**src/hdl/smpq_pkg.sv**
```systemverilog
`timescale 1ns / 1ps
// ----------------------------------------------------------------------------
// smpq_pkg
// Types and codes shared by the stable minimum priority queue.
// ----------------------------------------------------------------------------
package smpq_pkg;

  // Operation codes carried in the func field.
  localparam logic FUNC_INSERT = 1'b0;
  localparam logic FUNC_REMOVE = 1'b1;

  // Result status codes.
  localparam logic [1:0] STATUS_DONE  = 2'd0;
  localparam logic [1:0] STATUS_EMPTY = 2'd1;
  localparam logic [1:0] STATUS_FULL  = 2'd2;

  localparam int unsigned DATA_W = 32;
  localparam int unsigned PRIO_W = 16;
  localparam int unsigned FILL_W = 5;

  typedef struct packed {
    logic                     func;
    logic signed [DATA_W-1:0] in_data;
    logic [PRIO_W-1:0]        in_priority;
  } in_item_t;

  typedef struct packed {
    logic signed [DATA_W-1:0] out_data;
    logic [PRIO_W-1:0]        out_priority;
    logic [1:0]               status;
    logic [FILL_W-1:0]        fill_count;
  } out_item_t;

  // One stored entry of the sorted list.
  typedef struct packed {
    logic signed [DATA_W-1:0] data;
    logic [PRIO_W-1:0]        prio;
  } entry_t;

endpackage

```
**src/hdl/stable_min_priority_queue.sv**
```systemverilog
`timescale 1ns / 1ps
// ----------------------------------------------------------------------------
// stable_min_priority_queue
// Bounded priority queue held as a sorted list in a single-port-write,
// registered-read memory. Equal priorities leave in arrival order.
// ----------------------------------------------------------------------------
//
//  Channel   Direction  Handshake            Payload
//  in_       input      in_valid / in_stall  in_item   (func, in_data, in_priority)
//  out_      output     out_valid / out_stall out_item (out_data, out_priority,
//                                                       status, fill_count)
//
// One item is worked on at a time. An insert into a non-empty queue walks down
// from the tail, moving up each stored entry with a higher priority value, and a
// remove reads the head and then shifts each remaining entry down one place; an
// insert into an empty queue and refused or empty operations go straight to the
// result. The sequencer returns to idle when the result is loaded, then takes the
// next item. Every shifted entry passes through the entry memory, which does one
// read and one write per cycle.
// Reset empties the queue at once; the memory itself is not cleared.
// A stalled result holds the sequencer in its output state until taken.
//
module stable_min_priority_queue #(
  parameter int unsigned CAPACITY = 16
) (
  input  logic                 clk,
  input  logic                 rst_n,
  input  logic                 in_valid,
  output logic                 in_stall,
  input  smpq_pkg::in_item_t   in_item,
  output logic                 out_valid,
  input  logic                 out_stall,
  output smpq_pkg::out_item_t  out_item
);
  import smpq_pkg::*;

  localparam int unsigned IDX_W = (CAPACITY > 1) ? $clog2(CAPACITY) : 1;
  localparam int unsigned CNT_W = $clog2(CAPACITY + 1);

  typedef enum logic [6:0] {
    S_IDLE      = 7'b0000001,
    S_START     = 7'b0000010,
    S_INS_CMP   = 7'b0000100,
    S_INS_PUT   = 7'b0001000,
    S_REM_HEAD  = 7'b0010000,
    S_REM_SHIFT = 7'b0100000,
    S_OUT       = 7'b1000000
  } state_t;

  state_t              state_r, state_nxt;
  logic [CNT_W-1:0]    cnt_r, cnt_nxt;
  logic [CNT_W-1:0]    idx_r, idx_nxt;
  logic                out_valid_r, out_valid_nxt;
  in_item_t            item_r, item_nxt;
  out_item_t           res_r, res_nxt;
  out_item_t           out_r;
  logic                out_load;

  entry_t              mem [CAPACITY];
  entry_t              rd_q;
  logic [IDX_W-1:0]    rd_addr;
  logic                wr_en;
  logic [IDX_W-1:0]    wr_addr;
  entry_t              wr_entry;
  entry_t              new_entry;

  logic [CNT_W-1:0]    cnt_inc;
  logic [CNT_W-1:0]    cnt_dec;
  logic [CNT_W-1:0]    idx_m1;
  logic [CNT_W-1:0]    idx_m2;
  logic [CNT_W-1:0]    idx_p1;

  assign cnt_inc   = cnt_r + 1'b1;
  assign cnt_dec   = cnt_r - 1'b1;
  assign idx_m1    = idx_r - 1'b1;
  assign idx_m2    = idx_r - 2'd2;
  assign idx_p1    = idx_r + 1'b1;
  assign new_entry = '{data: item_r.in_data, prio: item_r.in_priority};

  assign in_stall  = (state_r != S_IDLE);
  assign out_valid = out_valid_r;
  assign out_item  = out_r;

  always_comb begin
    state_nxt = state_r;
    cnt_nxt   = cnt_r;
    idx_nxt   = idx_r;
    item_nxt  = item_r;
    res_nxt   = res_r;
    rd_addr   = '0;
    wr_en     = 1'b0;
    wr_addr   = '0;
    wr_entry  = new_entry;
    out_load  = 1'b0;

    unique case (state_r)
      S_IDLE: begin
        if (in_valid) begin
          item_nxt  = in_item;
          state_nxt = S_START;
        end
      end

      S_START: begin
        res_nxt = '{out_data: '0, out_priority: '0, status: STATUS_DONE,
                    fill_count: FILL_W'(cnt_r)};
        if (item_r.func == FUNC_INSERT) begin
          if (cnt_r >= CNT_W'(CAPACITY)) begin
            res_nxt.status = STATUS_FULL;
            state_nxt      = S_OUT;
          end else if (cnt_r == '0) begin
            wr_en              = 1'b1;
            cnt_nxt            = cnt_inc;
            res_nxt.fill_count = FILL_W'(cnt_inc);
            state_nxt          = S_OUT;
          end else begin
            // Walk down from the tail, moving each larger entry up one slot.
            rd_addr   = cnt_dec[IDX_W-1:0];
            idx_nxt   = cnt_r;
            state_nxt = S_INS_CMP;
          end
        end else begin
          if (cnt_r == '0) begin
            res_nxt.status = STATUS_EMPTY;
            state_nxt      = S_OUT;
          end else begin
            rd_addr   = '0;
            state_nxt = S_REM_HEAD;
          end
        end
      end

      S_INS_CMP: begin
        // rd_q holds the entry just below slot idx_r.
        wr_en   = 1'b1;
        wr_addr = idx_r[IDX_W-1:0];
        if (rd_q.prio > item_r.in_priority) begin
          wr_entry = rd_q;
          idx_nxt  = idx_m1;
          if (idx_m1 == '0) begin
            state_nxt = S_INS_PUT;
          end else begin
            rd_addr = idx_m2[IDX_W-1:0];
          end
        end else begin
          cnt_nxt            = cnt_inc;
          res_nxt.fill_count = FILL_W'(cnt_inc);
          state_nxt          = S_OUT;
        end
      end

      S_INS_PUT: begin
        wr_en              = 1'b1;
        wr_addr            = '0;
        cnt_nxt            = cnt_inc;
        res_nxt.fill_count = FILL_W'(cnt_inc);
        state_nxt          = S_OUT;
      end

      S_REM_HEAD: begin
        res_nxt.out_data     = rd_q.data;
        res_nxt.out_priority = rd_q.prio;
        if (cnt_r == CNT_W'(1)) begin
          cnt_nxt            = cnt_dec;
          res_nxt.fill_count = FILL_W'(cnt_dec);
          state_nxt          = S_OUT;
        end else begin
          rd_addr   = IDX_W'(1);
          idx_nxt   = CNT_W'(1);
          state_nxt = S_REM_SHIFT;
        end
      end

      S_REM_SHIFT: begin
        // rd_q holds slot idx_r; it moves down one place.
        wr_en    = 1'b1;
        wr_addr  = idx_m1[IDX_W-1:0];
        wr_entry = rd_q;
        if (idx_r == cnt_dec) begin
          cnt_nxt            = cnt_dec;
          res_nxt.fill_count = FILL_W'(cnt_dec);
          state_nxt          = S_OUT;
        end else begin
          rd_addr = idx_p1[IDX_W-1:0];
          idx_nxt = idx_p1;
        end
      end

      S_OUT: begin
        if (!out_valid_r || !out_stall) begin
          out_load  = 1'b1;
          state_nxt = S_IDLE;
        end
      end

      default: begin
        state_nxt = S_IDLE;
      end
    endcase
  end

  always_comb begin
    out_valid_nxt = out_valid_r;
    if (out_valid_r && !out_stall) begin
      out_valid_nxt = 1'b0;
    end
    if (out_load) begin
      out_valid_nxt = 1'b1;
    end
  end

  always_ff @(posedge clk) begin
    if (!rst_n) begin
      state_r     <= S_IDLE;
      cnt_r       <= '0;
      idx_r       <= '0;
      out_valid_r <= 1'b0;
    end else begin
      state_r     <= state_nxt;
      cnt_r       <= cnt_nxt;
      idx_r       <= idx_nxt;
      out_valid_r <= out_valid_nxt;
    end
  end

  always_ff @(posedge clk) begin
    item_r <= item_nxt;
    res_r  <= res_nxt;
    if (out_load) begin
      out_r <= res_r;
    end
  end

  // Entry memory: one write and one registered read per cycle.
  always_ff @(posedge clk) begin
    if (wr_en) begin
      mem[wr_addr] <= wr_entry;
    end
    rd_q <= mem[rd_addr];
  end

`ifndef SYNTHESIS
  a_count_bound: assert property (@(posedge clk) disable iff (!rst_n)
    cnt_r <= CNT_W'(CAPACITY))
    else $error("entry count beyond capacity");

  a_ins_index: assert property (@(posedge clk) disable iff (!rst_n)
    (state_r == S_INS_CMP) |-> (idx_r != '0 && idx_r <= cnt_r))
    else $error("insert walk index out of range");

  a_busy_after_accept: assert property (@(posedge clk) disable iff (!rst_n)
    (in_valid && !in_stall) |=> in_stall)
    else $error("input taken again before the item was finished");

  a_empty_fill: assert property (@(posedge clk) disable iff (!rst_n)
    (out_valid && out_item.status == STATUS_EMPTY) |-> (out_item.fill_count == '0))
    else $error("empty status with non-zero fill count");
`endif

endmodule
```
**config.mk**
```make
export PLATFORM = sky130hd
export DESIGN_NAME = stable_min_priority_queue
export DESIGN_NICKNAME = d
export VERILOG_FILES = /design/src/hdl/smpq_pkg.sv /design/src/hdl/stable_min_priority_queue.sv
export SDC_FILE = /design/constraint.sdc
export NUM_CORES = 1
export LEC_CHECK = 0
export BUFFER_PORTS_ARGS = -buffer_cell sky130_fd_sc_hd__buf_2
export CORE_ASPECT_RATIO = 1.2
export CORE_MARGIN = 3
export CORE_UTILIZATION = 25
export CTS_BUF_LIST = sky130_fd_sc_hd__clkbuf_8
export DETAILED_ROUTE_END_ITERATION = 12
export PLACE_DENSITY_LB_ADDON = 0.3
export SETUP_SLACK_MARGIN = 0.3
export SLEW_MARGIN = 20
export SYNTH_ARGS = -nofsm -noshare
export SYNTH_HDL_FRONTEND = slang
export SYNTH_SLANG_ARGS = --single-unit
```
**constraint.sdc**
```tcl
create_clock -name clk -period 4.55 [get_ports clk]
set_clock_uncertainty 0.15 [all_clocks]
set_input_delay 1.365 -clock clk [delete_from_list [all_inputs] [get_ports clk]]
set_output_delay 1.365 -clock clk [all_outputs]
set_load 0.1 [all_outputs]
```
==> results of run 1 <==
metal layers:
| metal | share of wire | routed length [um] |
|---|---|---|
| met3 | 0.059 | 7330 |
| met2 | 0.49 | 61300 |
| met1 | 0.42 | 52600 |
| met4 | 0.029 | 3640 |
| met5 | 0 | 0 |
through the flow:
| step | area, sq um | util | power (uW) | hold WS (ns) | setup slack (ns) |
|---|---|---|---|---|---|
| global placement | 45100 | 0.277 | 11500 | 0.252 | 0.366 |
| CTS | 48000 | 0.295 | 18500 | 0.262 | 0.302 |
| finish | 48100 | 0.295 | 18300 | 0.261 | 0.471 |
| global route | 48100 | 0.295 | 18900 | 0.268 | 0.298 |
| detailed placement | 45200 | 0.278 | 11500 | 0.255 | 0.368 |
| floorplan | 41100 | - | 11100 | 0.250 | -0.0627 |
cell usage after synthesis (6+ instances only):
cell / number / area share
ha_1: 26 / 0.0079
nor3_1: 14 / 0.0017
a221oi_1: 46 / 0.0098
o211ai_1: 55 / 0.010
a22oi_1: 50 / 0.0091
a32oi_1: 24 / 0.0051
a21oi_1: 362 / 0.044
nand2b_1: 6 / 0.00091
nor2_1: 56 / 0.0051
dfxtp_1: 66 / 0.032
or3_1: 25 / 0.0038
mux2i_1: 66 / 0.016
edfxtp_1: 927 / 0.68
a211oi_1: 42 / 0.0077
nand4_1: 11 / 0.0017
buf_1: 37 / 0.0034
a41oi_1: 41 / 0.0087
inv_1: 26 / 0.0024
a21o_1: 7 / 0.0013
xnor2_1: 10 / 0.0021
buf_2: 67 / 0.0082
nand2_1: 501 / 0.046
a31oi_1: 13 / 0.0020
mux2_2: 49 / 0.013
o22ai_1: 7 / 0.0011
o21ai_0: 64 / 0.0078
a221o_1: 19 / 0.0046
or4_1: 10 / 0.0018
clkbuf_1: 127 / 0.012
and2_1: 49 / 0.0075
a22o_1: 19 / 0.0041
a211o_1: 17 / 0.0036
nand3_1: 166 / 0.020
power breakdown:
part           total, uW  internal [uW]  leakage (uW)  switching [uW]
combinational        811            198       0.00538             614
sequential         10500          10400       0.00888            95.3
clock               6970           3500       0.00164            3480
total              18300          14100        0.0159            4180
sequential cells by signal (all words and copies together), names as in the netlist:
signal     count
mem          768
out_item      55
res_r         55
item_r        49
rd_q          48
state_r        7
cnt_r          5
idx_r          5
out_valid      1
path summary, 6_finish.rpt:
path,endpoint,slack (ns),cells past startpoint
min reg2reg,out_item[37],0.26,0
max,rd_q[15],0.47,14
max reg2reg,rd_q[15],0.47,14
min,out_item[37],0.26,0
repair_timing:
| action | 4_1_cts | 5_1_grt |
|---|---|---|
| buffers inserted | 0 | 2 |
| gates resized for setup | 0 | 9 |
| setup endpoints to repair | 0 | 43 |
| hold buffers | 0 | 0 |
final cells by class:
class	count	area, sq um
Antenna cell	5	12.5
Clock buffer	168	2310
Clock inverter	103	507
Fill cell	16400	115000
Inverter	27	101
Multi-Input combinational cell	1829	11100
Sequential cell	993	29200
Tap cell	2132	2670
Timing Repair Buffer	250	2230
logic make-up (layout without fill, tap and decap cells):
family                   after synthesis  count (layout)  share of synthesized area
flip-flops                           993             993                      0.710
AND/OR/NAND/NOR                      863             863                     0.0929
AO/OA/AOI/OAI                        809             809                      0.129
buffers and inverters                262             548                     0.0265
multiplexers                         115             115                     0.0295
adder cells (fa/ha/maj)               26              26                    0.00792
XOR/XNOR                              16              16                    0.00375
other                                  0               5                          0
critical path, cell delays in order, from the launching register on:
cell      delay [ns]
edfxtp_1        0.45
inv_1           0.07
ha_1            0.28
nand4_1         0.19
or2_2           0.34
a211o_1         0.28
a31oi_4         0.23
buf_6           0.25
and2_2          0.23
buf_16          0.32
a211o_2         0.26
buf_12          0.27
a31oi_1         0.07
a22o_1          0.23
or3_1           0.30
==> summary.md, run 1 <==
| Metric | Value |
|---|---|
| Status | complete, no violations |
| CTS max path bufs | 3 |
| Routed Antenna Nets | 0 |
| Sequential fraction of the synthesis area | 0.710 |
| FFs w/ async S/R, synth | 0 |
| RePlAce Congestion | around 0.8 |
| WP data arrival | around 4.7 ns |
| CP endpoint kind | flip-flop |
| DP Cell Count | approximately 5200 |
| Critical path class | reg2reg |
| Max-Cap Viols | 0 |
| Avg WL per Cell | roughly 23 um |
| Fin. Hold Viols | 0 |
| Yosys reg bits | 993 |
| H-tree depth | 4 |
| Die area | roughly 170000 sq um |
| Met1 Usage GRT | 0.184 |
| Latest clock arrival within the worst-skew pair | roughly 0.85 ns |
| Mapped Cells | between 3000 and 4000 |
| DR vias/cell | 4.92 |
| Slew @ Worst Pin | 1.11 ns |
| Fmax | around 250 MHz |
| Hold crit path type | reg2reg |
| Total routed wirelength | between 100 and 150 mm |
| Vias in the first global route | between 20000 and 30000 |
| P_leak | 0.0159 uW |
| Met2 Use GR | 0.245 |
| Initial antenna violation count | 11 |
| Sum of negative setup slack | 0 ns |
| Hold path startpoint | res_r[37] |
| Ports | between 100 and 150 |
| Synth Flop Type | edfxtp_1 |
| Max_slew headroom | 0.262 |
| Final nets | 3329 |
| CTS root buffer | clkbuf_8 |
| Grt ovf | 0 |
| Most frequent cells in the layout | edfxtp_1, nand2_1, a21oi_1 |
| Maximum fanout along the worst path | 52 |
| FP Rows | 162 |
| Layout area overhead | 17.1% |
| Sink Count | just under 1000 |
| Number of flops mapped to enable cells by yosys | approximately 930 |
| R2r startpoint | item_r[8] |
| RSZ-0062 raised after global routing | true |
| Pwr/cell area | between 300 and 400 nW/um^2 |
| Chip height | ~450 um |
| Yosys synthesis warning count | 0 |
| Fin cells | 5507 |
| Endpoints failing setup | 0 |
| Yosys cell types | between 70 and 80 |
| Final Max Slew Viols | 0 |
| Clk slew on worst S/H paths | approximately 0.070 ns |
| Commonest non-fill, non-tap cell in the layout | edfxtp_1 |
| Core area | 163000 sq um |
| Gr usage total | 0.144 |
| Dpl hpwl | 70.0 mm |
| Peak supply drop | about 0.19 mV |
| Crit start category | flip-flop |
| Cell Area, Synth | around 40000 sq um |
| Critical Path RT | just over 5 ns |
| Chip width | around 380 um |
| Synthesized net count | between 3000 and 4000 |
| Final Critical Period | 4.08 ns |
| Met3 Use GR | 0.0267 |
| First-pass GRT wire length | roughly 180 mm |
| PortBufs | between 100 and 150 |
| Vias after detailed routing | approximately 27000 |
| Residual DRC | 0 |
| Final period util | 0.896 |
| Global routing's busiest layer | met2 |
| Drt initial violations | about 2300 |
| CTS Buf Count | about 150 |
| TritonCTS clock tree | yes |
| Largest net degree at the start of global routing | 94 |
| Layout cell share with drive strength beyond 1 | 0.163 |
| DR pass1 iterations | 7 |
| Initial core utilization | 0.252 |
| Setup crit start | item_r[8] |
| Syn Area/Cell | ~13 sq um |
Power figures use the tool's default switching activity.
==> run 2, diff against run 1 <==
--- a/config.mk
+++ b/config.mk
@@ -11,8 +11,10 @@
 export CORE_UTILIZATION = 25
 export CTS_BUF_LIST = sky130_fd_sc_hd__clkbuf_8
 export DETAILED_ROUTE_END_ITERATION = 12
+export MAX_ROUTING_LAYER = met4
 export PLACE_DENSITY_LB_ADDON = 0.3
 export SETUP_SLACK_MARGIN = 0.3
+export SKIP_CTS_REPAIR_TIMING = 1
 export SLEW_MARGIN = 20
 export SYNTH_ARGS = -nofsm -noshare
 export SYNTH_HDL_FRONTEND = slang
==> summary.md, run 2 (synthesis gave the netlist of run 1 again) <==
| Metric | Value |
|---|---|
| Hold path startpoint | res_r[37] |
| CTS max path bufs | 3 (unchanged) |
| Pwr/cell area | 379 nW/um^2 (about the same) |
| Total routed wirelength | 125 mm (+0.13%) |
| P_leak | 0.0159 uW (unchanged) |
| Area after DPL | 45200 sq um (unchanged) |
| Hold_ws | 0.263 ns (+0.00151 ns) |
| Latest clock arrival within the worst-skew pair | 0.85 ns (about the same) |
| Critical path buffers and inverters | 4 (unchanged) |
| Vias in the first global route | 27000 (-0.055%) |
| Sw Share | 0.229 (about the same) |
| Chip height | 450 um (unchanged) |
| Switch Pwr | 4180 uW (about the same) |
| Slew @ Worst Pin | 1.12 ns (+0.00785 ns) |
| Fmax | 245 MHz (about the same) |
| Status | complete, no violations |
| Vias after detailed routing | 27200 (+0.52%) |
| Drt initial violations | 2346 (+0.64%) |
| Residual DRC | 0 (unchanged) |
| Max stage delay cell, worst path | edfxtp_1 |
| Initial antenna violation count | 12 (+1) |
| Largest net degree at the start of global routing | 94 (unchanged) |
| Post-route cell area | 48100 sq um (about the same) |
| R2r startpoint | item_r[8] |
| Worst reg2reg path endpoint | rd_q[11] |
| Final Max Slew Viols | 0 (unchanged) |
| Total power draw | 18200 uW (about the same) |
| Clk slew on worst S/H paths | 0.07 ns (about the same) |
| Routed Antenna Nets | 0 (unchanged) |
| Core area | 163000 sq um (unchanged) |
| Dpl hpwl | 70.0 mm (unchanged) |
| Critical path class | reg2reg |
| FP Rows | 162 (unchanged) |
| Share of power burned in registers | 0.574 (about the same) |
| Comb pwr share | 0.044 (about the same) |
| Fin. Hold Viols | 0 (unchanged) |
| WHS Endpoint | out_item[37] |
| First-pass GRT wire length | 183 mm (about the same) |
| Max_slew headroom | 0.256 (-0.00524) |
| Die area | 169000 sq um (unchanged) |
| Biggest register | mem |
| R2R Setup Slk | 0.47 ns (about the same) |
| Maximum fanout along the worst path | 52 (unchanged) |
| Max reg flops | 768 (unchanged) |
| Crit start category | flip-flop |
| Gr usage total | 0.148 (+0.00423) |
| Layout area overhead | 17.1% (about the same) |
| H-tree depth | 4 (unchanged) |
| Min-Delay Path Depth | 0 (unchanged) |
| Largest stage delay on the critical path | 0.46 ns (about the same) |
| RePlAce Congestion | 0.825 (+1.5%) |
| WP data arrival | 4.66 ns (about the same) |
| CTS root buffer | clkbuf_8 |
| Avg WL per Cell | 22.7 um (about the same) |
| Critical Path RT | 5.13 ns (about the same) |
| CP endpoint kind | flip-flop |
| Commonest non-fill, non-tap cell in the layout | edfxtp_1 |
| Final period util | 0.897 (about the same) |
| Grt ovf | 0 (unchanged) |
| Ports | 110 (unchanged) |
| Sink Count | 993 (unchanged) |
| Fin cells | 5509 (+0.036%) |
| Chip width | 376 um (unchanged) |
| Critical-path cell list | inv_1 -> ha_1 -> nand4_1 -> or2_2 -> a211o_1 -> a31oi_4 -> buf_6 -> and2_2 -> buf_16 -> a211o_2 -> buf_12 -> a21oi_1 -> a22o_1 -> or3_1 |
| Final nets | 3329 (unchanged) |
| Initial core utilization | 0.252 (unchanged) |
| DR vias/cell | 4.94 (+0.49%) |
| DP Cell Count | 5229 (unchanged) |
| Peak supply drop | 0.192 mV (-0.21%) |
| Max-Cap Viols | 0 (unchanged) |
| Power share of the clock group | 0.382 (about the same) |
| Final Critical Period | 4.08 ns (+0.00262 ns) |
| Most frequent cells in the layout | edfxtp_1, nand2_1, a21oi_1 |
| PortBufs | 109 (unchanged) |
| Internal Power | 14100 uW (unchanged) |
| CTS Buf Count | 149 (unchanged) |
| Delay-heaviest family, CP | simple AND/OR/NAND/NOR gates |
| Layout fillers | 16400 (-0.0061%) |
| Endpoints failing setup | 0 (unchanged) |
| Hold crit path type | reg2reg |
| RSZ-0062 raised after global routing | true |
| Fin util | 0.295 (about the same) |
| Layout cell share with drive strength beyond 1 | 0.163 (unchanged) |
| Reg2reg path depth | 14 (unchanged) |
| TritonCTS clock tree | yes |
| DR pass1 iterations | 5 (-2) |
-- run 2: changes by cell type in the layout (fill, tap and decap cells not counted) --
cell	delta
diode_2	+2
-- run 2: cell type report --
cell class,count,area (sq um),area share
Clock inverter,103,507,0.0105
Sequential cell,993,29200,0.606
Antenna cell,7,17.5,0.000364
Multi-Input combinational cell,1829,11100,0.231
Clock buffer,168,2310,0.0481
Tap cell,2132,2670,0.0555
Inverter,27,101,0.00211
Timing Repair Buffer,250,2230,0.0465
-- run 2: power by group through the flow --
| stage | Clock [uW] | Combinational, uW | Sequential [uW] |
|---|---|---|---|
| after global placement | 0 | 802 | 10700 |
| final | 6980 | 807 | 10500 |
| after global routing | 7570 | 890 | 10500 |
| after detailed placement | 0 | 813 | 10700 |
| after CTS | 7200 | 815 | 10500 |
| after floorplan | 0 | 462 | 10600 |
-- run 2: through the flow --
step | setup TNS (ns) | setup WS, ns
after floorplan | -16.29 | -0.0627
after global placement | 0 | 0.366
after detailed placement | 0 | 0.368
after CTS | 0 | 0.302
after global routing | 0 | 0.296
final | 0 | 0.469
-- run 2: worst max-delay path by stage --
stage,slack [ns],depth (start not counted),endpoint,startpoint
finish,0.47,14,rd_q[11],item_r[8]
global route,0.30,12,rd_q[33],idx_r[1]
CTS,0.30,4,in_stall,state_r[5]
detailed placement,0.37,13,rd_q[9],item_r[8]
global placement,0.37,13,rd_q[9],item_r[8]
floorplan,-0.06,9,mem[0][0],cnt_r[0]
-- run 2: metal layers --
metal,track usage,up-vias,share of wire
met5,-,-,0
met4,0.0496,0,0.027
met3,0.0255,235,0.060
met2,0.245,1047,0.49
met1,0.184,13800,0.42
li1,-,12200,-
